### config.mk
export PLATFORM = sky130hd
export DESIGN_NAME = shape_vertex_generator
export DESIGN_NICKNAME = d
export VERILOG_FILES = /design/src/sv/svg_pkg.sv /design/src/sv/shape_vertex_generator.sv
export VERILOG_INCLUDE_DIRS = /design/src /design/src/sv
export SDC_FILE = /design/constraint.sdc
export NUM_CORES = 2
export LEC_CHECK = 0
export ABC_CLOCK_PERIOD_IN_PS = 12140
export BUFFER_PORTS_ARGS = -buffer_cell sky130_fd_sc_hd__clkbuf_2
export CAP_MARGIN = 20
export CORE_UTILIZATION = 45
export DETAILED_ROUTE_END_ITERATION = 8
export PLACE_DENSITY = 0.65
export SKIP_CTS_REPAIR_TIMING = 1
export SLEW_MARGIN = 20
export SYNTH_ARGS = -nofsm -noshare
export SYNTH_HDL_FRONTEND = slang
export SYNTH_SLANG_ARGS = --single-unit
### constraint.sdc
create_clock -name aclk -period 12.14 [get_ports aclk]
set_clock_uncertainty 0.2 [all_clocks]
set_input_delay 0.607 -clock aclk [delete_from_list [all_inputs] [get_ports aclk]]
set_output_delay 0.607 -clock aclk [all_outputs]
set_load 0.01 [all_outputs]
### src/sv/shape_vertex_generator_macros.svh
// assertion macros for the shape vertex generator
// used by shape_vertex_generator.sv, expects aclk and aresetn in scope
`ifndef SHAPE_VERTEX_GENERATOR_MACROS_SVH
`define SHAPE_VERTEX_GENERATOR_MACROS_SVH

// antecedent implies consequent in the same cycle
`define SVG_ASSERT_SAME(lbl, ant, con, msg) \
    lbl: assert property (@(posedge aclk) disable iff (!aresetn) (ant) |-> (con)) else $error(msg);

// antecedent implies consequent in the next cycle
`define SVG_ASSERT_NEXT(lbl, ant, con, msg) \
    lbl: assert property (@(posedge aclk) disable iff (!aresetn) (ant) |=> (con)) else $error(msg);

`endif

### src/sv/svg_pkg.sv
// shared types, constants and tables for the shape vertex generator
// no dependencies
package svg_pkg;

    localparam int MAX_VERTICES_DEF = 64;
    localparam int CORDIC_STEPS_DEF = 16;
    localparam int ATAN_LEN         = 24;
    localparam int CW               = 33;
    localparam logic signed [CW-1:0] KGAIN_Q30 = 33'sd652032874;

    typedef enum logic [2:0] {
        OP_CIRCLE  = 3'd0,
        OP_POLYGON = 3'd1,
        OP_STAR    = 3'd2,
        OP_SPIRAL  = 3'd3,
        OP_WAVE    = 3'd4
    } op_t;

    // atan(2^-k) in turns, full turn is 2^32
    function automatic logic signed [CW-1:0] atan_turn(input logic [4:0] k);
        logic signed [CW-1:0] v;
        case (k)
            5'd0:  v = 33'sd536870912;
            5'd1:  v = 33'sd316933406;
            5'd2:  v = 33'sd167458907;
            5'd3:  v = 33'sd85004756;
            5'd4:  v = 33'sd42667331;
            5'd5:  v = 33'sd21354465;
            5'd6:  v = 33'sd10679838;
            5'd7:  v = 33'sd5340245;
            5'd8:  v = 33'sd2670163;
            5'd9:  v = 33'sd1335087;
            5'd10: v = 33'sd667544;
            5'd11: v = 33'sd333772;
            5'd12: v = 33'sd166886;
            5'd13: v = 33'sd83443;
            5'd14: v = 33'sd41722;
            5'd15: v = 33'sd20861;
            5'd16: v = 33'sd10430;
            5'd17: v = 33'sd5215;
            5'd18: v = 33'sd2608;
            5'd19: v = 33'sd1304;
            5'd20: v = 33'sd652;
            5'd21: v = 33'sd326;
            5'd22: v = 33'sd163;
            5'd23: v = 33'sd81;
            default: v = '0;
        endcase
        return v;
    endfunction

endpackage

### src/sv/shape_vertex_generator.sv
// shape vertex generator top level: sequencer, serial divider, cordic, multiplier
// depends on svg_pkg and shape_vertex_generator_macros.svh
//
// One request produces all vertices of a shape; s_tready is low until the last
// vertex has been taken. Each vertex runs through a restoring divider that
// loads its numerator and then retires one quotient bit per cycle (one
// division for circle, polygon and star, three for spiral and wave), then
// CORDIC_STEPS rotation steps plus a quadrant fold, then the x and y products
// on one shared multiplier, then the output register, which holds the vertex
// until m_tready.
`include "shape_vertex_generator_macros.svh"

module shape_vertex_generator #(
    parameter int MAX_VERTICES = svg_pkg::MAX_VERTICES_DEF,
    parameter int CORDIC_STEPS = svg_pkg::CORDIC_STEPS_DEF
) (
    input  logic         aclk,
    input  logic         aresetn,
    input  logic         s_tvalid,
    output logic         s_tready,
    // op, count, radius, inner_radius, center_x, center_y, turns, amplitude, frequency
    input  logic [111:0] s_tdata,
    output logic         m_tvalid,
    input  logic         m_tready,
    // pos_x, pos_y, tex_u, tex_v
    output logic [63:0]  m_tdata,
    output logic         m_tlast
);

    localparam int IW    = $clog2(MAX_VERTICES);
    localparam int NUM_W = IW + 40;
    localparam int CW    = svg_pkg::CW;
    localparam int PW    = CW + 17;
    localparam logic [7:0] LIM_CIRC = 8'(MAX_VERTICES - 1);
    localparam logic [7:0] LIM_STAR = 8'((MAX_VERTICES - 1) / 2);
    localparam logic [7:0] LIM_N    = 8'(MAX_VERTICES);
    localparam logic [4:0] STEPS    = 5'(CORDIC_STEPS);
    localparam logic [6:0] DIV_BITS = 7'(NUM_W);

    typedef enum logic [6:0] {
        ST_IDLE = 7'b0000001,
        ST_DIV  = 7'b0000010,
        ST_CORD = 7'b0000100,
        ST_MULX = 7'b0001000,
        ST_MULY = 7'b0010000,
        ST_FIN  = 7'b0100000,
        ST_OUT  = 7'b1000000
    } state_t;

    state_t state_reg;
    svg_pkg::op_t op_reg;
    logic [IW-1:0] i_reg, last_reg;
    logic [15:0] radius_reg, inner_reg, amp_reg, freq_reg;
    logic signed [15:0] cx_reg, cy_reg;
    logic [3:0] turns_reg;
    logic [1:0] job_reg;
    logic [IW-1:0] rem_reg;
    logic [NUM_W-1:0] nq_reg;
    logic [6:0] bit_reg;
    logic [31:0] phase_reg;
    logic [15:0] aux_reg, t_reg;
    logic signed [CW-1:0] x_reg, y_reg, z_reg, co_reg, si_reg;
    logic [4:0] k_reg;
    logic signed [PW-1:0] prod_reg;
    logic [15:0] px_reg;
    logic [63:0] tdata_reg;
    logic valid_reg, tlast_reg;

    // request decode
    logic [2:0] in_op;
    logic [7:0] in_cnt, cl_circ, cl_star, cl_n;
    svg_pkg::op_t op_next;
    logic [IW-1:0] last_next;

    always_comb begin
        in_op  = s_tdata[2:0];
        in_cnt = {1'b0, s_tdata[9:3]};
        cl_circ = (in_cnt < 8'd1) ? 8'd1 : (in_cnt > LIM_CIRC) ? LIM_CIRC : in_cnt;
        cl_star = (in_cnt < 8'd1) ? 8'd1 : (in_cnt > LIM_STAR) ? LIM_STAR : in_cnt;
        cl_n    = (in_cnt < 8'd2) ? 8'd2 : (in_cnt > LIM_N) ? LIM_N : in_cnt;
        op_next = (in_op > 3'd4) ? svg_pkg::OP_CIRCLE : svg_pkg::op_t'(in_op);
        case (op_next)
            svg_pkg::OP_STAR:   last_next = IW'({cl_star, 1'b0});
            svg_pkg::OP_SPIRAL,
            svg_pkg::OP_WAVE:   last_next = IW'(cl_n - 8'd1);
            default:            last_next = IW'(cl_circ);
        endcase
    end

    logic is_radial;
    assign is_radial = (op_reg == svg_pkg::OP_CIRCLE) || (op_reg == svg_pkg::OP_POLYGON)
                    || (op_reg == svg_pkg::OP_STAR);

    // division numerators
    logic [IW-1:0] hdiv;
    logic [NUM_W-1:0] num_sel;
    logic [IW+3:0] it_prod;
    logic [IW+15:0] fi_prod, ri_prod;

    always_comb begin
        hdiv    = last_reg >> 1;
        it_prod = (IW+4)'(i_reg) * (IW+4)'(turns_reg);
        fi_prod = (IW+16)'(i_reg) * (IW+16)'(freq_reg);
        ri_prod = (IW+16)'(i_reg) * (IW+16)'(radius_reg);
        case (job_reg)
            2'd0: begin
                if (op_reg == svg_pkg::OP_SPIRAL)
                    num_sel = NUM_W'({it_prod, 32'd0});
                else if (op_reg == svg_pkg::OP_WAVE)
                    num_sel = NUM_W'({fi_prod, 24'd0});
                else
                    num_sel = NUM_W'({i_reg, 32'd0});
            end
            2'd1: begin
                if (op_reg == svg_pkg::OP_SPIRAL)
                    num_sel = NUM_W'(ri_prod) + NUM_W'(hdiv);
                else
                    num_sel = NUM_W'({i_reg, 13'd0}) + NUM_W'(hdiv);
            end
            default: num_sel = NUM_W'({i_reg, 15'd0}) + NUM_W'(hdiv);
        endcase
    end

    // divider step
    logic [IW:0] trial;
    logic ge;
    logic [IW-1:0] rem_next;
    logic [NUM_W-1:0] nq_next;

    always_comb begin
        trial    = {rem_reg, nq_reg[NUM_W-1]};
        ge       = trial >= {1'b0, last_reg};
        rem_next = ge ? IW'(trial - {1'b0, last_reg}) : IW'(trial);
        nq_next  = {nq_reg[NUM_W-2:0], ge};
    end

    // cordic step and quadrant fold
    logic signed [CW-1:0] dx, dy, atk, c_q, s_q;

    always_comb begin
        dx  = y_reg >>> k_reg;
        dy  = x_reg >>> k_reg;
        atk = svg_pkg::atan_turn(k_reg);
        case (phase_reg[31:30])
            2'd0:    begin c_q = x_reg;  s_q = y_reg;  end
            2'd1:    begin c_q = -y_reg; s_q = x_reg;  end
            2'd2:    begin c_q = -x_reg; s_q = -y_reg; end
            default: begin c_q = y_reg;  s_q = -x_reg; end
        endcase
    end

    // shared multiplier operands
    logic [15:0] rad_sel, ay_sel;
    logic signed [16:0] mul_a;
    logic signed [CW-1:0] mul_b;
    logic signed [PW-1:0] mul_p;

    always_comb begin
        if (op_reg == svg_pkg::OP_SPIRAL)
            rad_sel = aux_reg;
        else if (op_reg == svg_pkg::OP_STAR && i_reg[0])
            rad_sel = inner_reg;
        else
            rad_sel = radius_reg;
        ay_sel = (op_reg == svg_pkg::OP_WAVE) ? amp_reg : rad_sel;
        mul_a  = (state_reg == ST_MULX) ? $signed({1'b0, rad_sel}) : $signed({1'b0, ay_sel});
        mul_b  = (state_reg == ST_MULX) ? co_reg : si_reg;
        mul_p  = PW'(mul_a) * PW'(mul_b);
    end

    function automatic logic [15:0] sat16(input logic signed [20:0] v);
        if (v > 21'sd32767)
            return 16'h7fff;
        else if (v < -21'sd32768)
            return 16'h8000;
        return v[15:0];
    endfunction

    function automatic logic [15:0] tex_half(input logic signed [CW-1:0] c);
        logic signed [CW:0] t;
        t = (CW+1)'(34'sd1073741824) + (CW+1)'(c) + (CW+1)'(34'sd32768);
        if (t < 0)
            return 16'd0;
        else if (t[CW:16] > (CW-15)'(32768))
            return 16'd32768;
        return t[31:16];
    endfunction

    // round half up from q42 to q12 and add the centre
    logic signed [19:0] prod_rnd;
    logic signed [PW-1:0] prod_add;
    logic signed [20:0] pos_sum, wave_x;

    always_comb begin
        prod_add = prod_reg + PW'(51'sd536870912);
        prod_rnd = prod_add[PW-1:30];
        pos_sum  = 21'(cx_reg) + 21'(prod_rnd);
        wave_x   = 21'(cx_reg) - 21'sd4096 + $signed({5'd0, aux_reg});
        if (state_reg == ST_FIN)
            pos_sum = 21'(cy_reg) + 21'(prod_rnd);
    end

    always_ff @(posedge aclk) begin
        if (!aresetn) begin
            state_reg <= ST_IDLE;
            valid_reg <= 1'b0;
        end else begin
            case (state_reg)
                ST_IDLE: begin
                    if (s_tvalid) begin
                        op_reg     <= op_next;
                        last_reg   <= last_next;
                        radius_reg <= s_tdata[25:10];
                        inner_reg  <= s_tdata[41:26];
                        cx_reg     <= s_tdata[57:42];
                        cy_reg     <= s_tdata[73:58];
                        turns_reg  <= s_tdata[77:74];
                        amp_reg    <= s_tdata[93:78];
                        freq_reg   <= s_tdata[109:94];
                        i_reg      <= '0;
                        job_reg    <= 2'd0;
                        bit_reg    <= '0;
                        state_reg  <= ST_DIV;
                        rem_reg    <= '0;
                        nq_reg     <= '1;
                    end
                end
                ST_DIV: begin
                    if (bit_reg == 7'd0 && nq_reg == '1 && rem_reg == '0) begin
                        nq_reg  <= num_sel;
                        bit_reg <= 7'd1;
                    end else if (bit_reg == 7'd0) begin
                        nq_reg  <= num_sel;
                        bit_reg <= 7'd1;
                    end else begin
                        nq_reg  <= nq_next;
                        if (bit_reg == DIV_BITS) begin
                            bit_reg <= '0;
                            rem_reg <= '0;
                            case (job_reg)
                                2'd0:    phase_reg <= nq_next[31:0];
                                2'd1:    aux_reg   <= nq_next[15:0];
                                default: t_reg     <= nq_next[15:0];
                            endcase
                            if (is_radial || job_reg == 2'd2) begin
                                state_reg <= ST_CORD;
                                x_reg     <= svg_pkg::KGAIN_Q30;
                                y_reg     <= '0;
                                z_reg     <= (job_reg == 2'd0)
                                    ? $signed({3'd0, nq_next[29:0]})
                                    : $signed({3'd0, phase_reg[29:0]});
                                k_reg     <= '0;
                            end else begin
                                job_reg <= job_reg + 2'd1;
                            end
                        end else begin
                            rem_reg <= rem_next;
                            bit_reg <= bit_reg + 7'd1;
                        end
                    end
                end
                ST_CORD: begin
                    if (k_reg == STEPS || k_reg == 5'(svg_pkg::ATAN_LEN)) begin
                        co_reg    <= c_q;
                        si_reg    <= s_q;
                        state_reg <= ST_MULX;
                    end else begin
                        if (!z_reg[CW-1]) begin
                            x_reg <= x_reg - dx;
                            y_reg <= y_reg + dy;
                            z_reg <= z_reg - atk;
                        end else begin
                            x_reg <= x_reg + dx;
                            y_reg <= y_reg - dy;
                            z_reg <= z_reg + atk;
                        end
                        k_reg <= k_reg + 5'd1;
                    end
                end
                ST_MULX: begin
                    prod_reg  <= mul_p;
                    state_reg <= ST_MULY;
                end
                ST_MULY: begin
                    px_reg    <= (op_reg == svg_pkg::OP_WAVE) ? sat16(wave_x) : sat16(pos_sum);
                    prod_reg  <= mul_p;
                    state_reg <= ST_FIN;
                end
                ST_FIN: begin
                    tdata_reg[15:0]  <= px_reg;
                    tdata_reg[31:16] <= sat16(pos_sum);
                    if (is_radial) begin
                        tdata_reg[47:32] <= tex_half(co_reg);
                        tdata_reg[63:48] <= tex_half(si_reg);
                    end else begin
                        tdata_reg[47:32] <= t_reg;
                        tdata_reg[63:48] <= (op_reg == svg_pkg::OP_SPIRAL) ? 16'd16384
                                                                           : tex_half(si_reg);
                    end
                    tlast_reg <= (i_reg == last_reg);
                    valid_reg <= 1'b1;
                    state_reg <= ST_OUT;
                end
                ST_OUT: begin
                    if (m_tready) begin
                        valid_reg <= 1'b0;
                        if (tlast_reg) begin
                            state_reg <= ST_IDLE;
                        end else begin
                            i_reg     <= i_reg + IW'(1);
                            job_reg   <= 2'd0;
                            bit_reg   <= '0;
                            rem_reg   <= '0;
                            state_reg <= ST_DIV;
                        end
                    end
                end
                default: state_reg <= ST_IDLE;
            endcase
        end
    end

    assign s_tready = aresetn && (state_reg == ST_IDLE);
    assign m_tvalid = valid_reg;
    assign m_tdata  = tdata_reg;
    assign m_tlast  = tlast_reg;

    `SVG_ASSERT_SAME(a_no_overlap, m_tvalid, !s_tready, "request taken while a vertex is pending")
    `SVG_ASSERT_NEXT(a_done_idle, m_tvalid && m_tready && m_tlast, s_tready, "not idle after last vertex")
    `SVG_ASSERT_NEXT(a_busy_after, s_tvalid && s_tready, !s_tready && !m_tvalid, "request not held busy")
    `SVG_ASSERT_SAME(a_out_state, m_tvalid, state_reg == ST_OUT, "vertex valid outside output state")

endmodule
==> impl_metrics.py <==
metrics = {
    "run_status": {
        "status": "complete, no violations",
    },
    "global_routing": {
        "met1_usage_pct": 33.7,
        "antenna_found_initial": 5,
        "gr-total-overflow": 0,
        "met3_usage_pct": 5.55,
        "grt_usage_pct": 25.7,
        "grt_first_pass_wirelength_um": 285000,
        "grt_pass1_vias": 50343,
        "met2_usage_pct": 41.2,
        "grt_max_degree": 90,
        "busiest_layer": "met2",
    },
    "setup_path": {
        "worstSetupStartpointType": "flip-flop",
        "r2r.worst_path.cells": 31,
        "r2r_start": "state_reg[4]$_SDFFE_PN0P_",
        "path_class": "reg2reg",
        "slowest_delay_ns": 0.83,
        "r2r-end": "prod_reg[43]$_DFFE_PP_",
        "crit_buf_inv": 8,
        "cp_common_cell": "fa_1",
        "cp_data_required_time_ns": 12.35,
        "crit_family": "adder cells",
        "worst-path-max-fanout": 22,
        "reg2reg_setup_slack_ns": 1.70,
        "slowest_stage": "a2111oi_0",
        "crit_path_end_kind": "flip-flop",
        "arrival_ns": 10.65,
    },
    "clocking": {
        "htreeDepth": 3,
        "cts_root_buffer": "clkbuf_16",
        "path_clk_slew_ns": 0.06,
        "clk_latency_ns": 0.69,
        "clockBufferDepth": 3,
        "clock_sinks": 550,
        "tritoncts": "done",
        "numCtsBuffers": 69,
    },
    "timing": {
        "fin_crit_sh_pct": 86.0,
        "slew_viol_final": 0,
        "worstMarginPinSlew_ns": 1.19,
        "finalHoldViolCount": 0,
        "relSlewSlack_pct": 20.4,
        "setup_tns_ns": 0,
        "min_period_ns": 10.44,
        "rsz0062_at_grt": "no",
        "setup_viol": 0,
        "fmax_ghz": 0.0958,
    },
    "routing": {
        "drc": 0,
        "drt-total-wl_um": 184000,
        "via_per_inst": 5.81,
        "first_pass_iters": 5,
        "drtIter0Drc": 4932,
        "ant_nets": 0,
        "vias": 51060,
        "drt-wirelength-per-cell_um": 20.9,
    },
    "logic_synthesis": {
        "synth-seq-cells": 550,
        "syn_inst": 6791,
        "yosysTopAreaCell": "edfxtp_1",
        "netlist.area_leader.share_pct": 24.2,
        "synth_mux_area_share_pct": 8.06,
        "ys_types": 103,
        "synthAdderAreaFrac_pct": 27.6,
        "synth_ff_type": "edfxtp_1",
        "synth-seq-area-share_pct": 25.4,
        "netlist_area_sq_mm": 0.0636,
        "syn_area_per_cell_sq_um": 9.37,
        "synthArstFlopShare_pct": 0,
        "synthXorXnorAreaFrac_pct": 4.82,
        "yosysWarnings": 0,
        "synth_edf_count": 512,
        "synth_compound_area_share_pct": 11.9,
        "synth_area_leaders": "edfxtp_1 (24%), fa_1 (20%), ha_1 (7.7%)",
        "synth_top_family_by_area": "adder cells",
        "synth-simple-area-share_pct": 14.7,
        "syn-num-nets": 7933,
    },
    "cells_and_area": {
        "instances_no_fill": 8790,
        "final_common_cell": "nand2_1",
        "area_growth_pct": 9.24,
        "drive_above_1_share_pct": 9.36,
        "finalCoreUtilization_pct": 49.7,
        "largest_reg_flops": 64,
        "mostFrequentLayoutCells": "nand2_1 (898), inv_1 (850), fa_1 (632), nor2_1 (569), edfxtp_1 (512)",
        "antenna_cells": 0,
        "fin_area_sq_mm": 0.0695,
        "nets": 8003,
    },
    "die": {
        "rows": 137,
        "die-area_sq_mm": 0.143,
        "die_w_um": 378,
        "fp.coreArea_sq_mm": 0.140,
        "dieHeight_um": 378,
        "io_pins": 183,
        "initial_utilization_pct": 45.5,
    },
    "worst_hold_path": {
        "hold_start": "s_tdata[82]",
        "hp-class": "in2reg",
        "holdPathStages": 1,
        "hold_end": "amp_reg[4]$_DFFE_PP_",
    },
    "place": {
        "hpwl_um": 142000,
        "placed_cells": 8565,
        "place.gp.congestion": 0.947,
        "io_buffers": 180,
        "placed_area_sq_mm": 0.0662,
    },
    "flow_run": {
        "maxCapViolations": 0,
    },
}
==> cells in the mapped netlist, drive strengths merged (28+ instances only) <==
master	n
clkbuf	310
nand2	898
xor2	146
and3	35
mux2i	144
a31oi	55
a21o	89
o211ai	32
dfxtp	38
o22ai	28
nor3	99
ha	394
o21ai	270
fa	632
o21a	39
nor4	29
inv	853
a21oi	362
xnor2	204
or3	34
nor2b	40
a211oi	43
nand2b	58
mux2	88
nor2	573
edfxtp	512
buf	60
nand4	43
nand3	97
mux4	118
and2	99
==> stage by stage <==
step	hold WS, ns	setup slack [ns]
2_1_floorplan	0.200	3.15
3_3_place_gp	0.203	1.69
3_5_place_dp	0.206	1.70
4_1_cts	-0.157	1.64
5_1_grt	0.00631	1.32
6_report	0.00490	1.70
==> worst register-to-register path, delay by kind of cell, from the launching register on <==
kind	cells	cell delay, ns
buf+inv	8	1.31
fa+ha+maj	7	2.86
simple gates	8	2.79
compound gates	8	2.67
flops	1	0.34
==> worst max-delay path by stage <==
stage | startpoint | endpoint | slack [ns] | cells after the start
3_3_place_gp | state_reg[4]$_SDFFE_PN0P_ | prod_reg[43]$_DFFE_PP_ | 1.69 | 29
3_5_place_dp | state_reg[4]$_SDFFE_PN0P_ | prod_reg[43]$_DFFE_PP_ | 1.70 | 28
6_report | state_reg[4]$_SDFFE_PN0P_ | prod_reg[43]$_DFFE_PP_ | 1.70 | 31
4_1_cts | state_reg[4]$_SDFFE_PN0P_ | prod_reg[43]$_DFFE_PP_ | 1.64 | 28
5_1_grt | state_reg[4]$_SDFFE_PN0P_ | prod_reg[43]$_DFFE_PP_ | 1.32 | 28
2_1_floorplan | state_reg[4]$_SDFFE_PN0P_ | prod_reg[38]$_DFFE_PP_ | 3.15 | 30
==> per-layer routing <==
metal  vias up  wire (um)  part of all wire [%]
met5         -         48                 0.026
met4         8       7430                   4.0
met3       379      16700                   9.1
met2      2086      85200                    46
met1     25344      74600                    41
li1      23243          -                     -
==> logic make-up after synthesis <==
group	Yosys count
flip-flops	550
AND/OR/NAND/NOR	2098
AO/OA/AOI/OAI	1191
adder cells (fa/ha/maj)	1026
buffers and inverters	1226
multiplexers	350
XOR/XNOR	350
==> area by class of cell <==
class / instances / area [sq um]
fillers: 13037 / 70400
multi-input cells: 5015 / 42900
flip-flops and latches: 550 / 16100
inverters: 856 / 3210
repair buffers: 369 / 2590
well taps: 1876 / 2350
clock buffers: 79 / 1810
clock inverters: 45 / 495
Power is not shown: default switching activity piles up to over one toggle a cycle in this logic, so the estimate is an artifact.
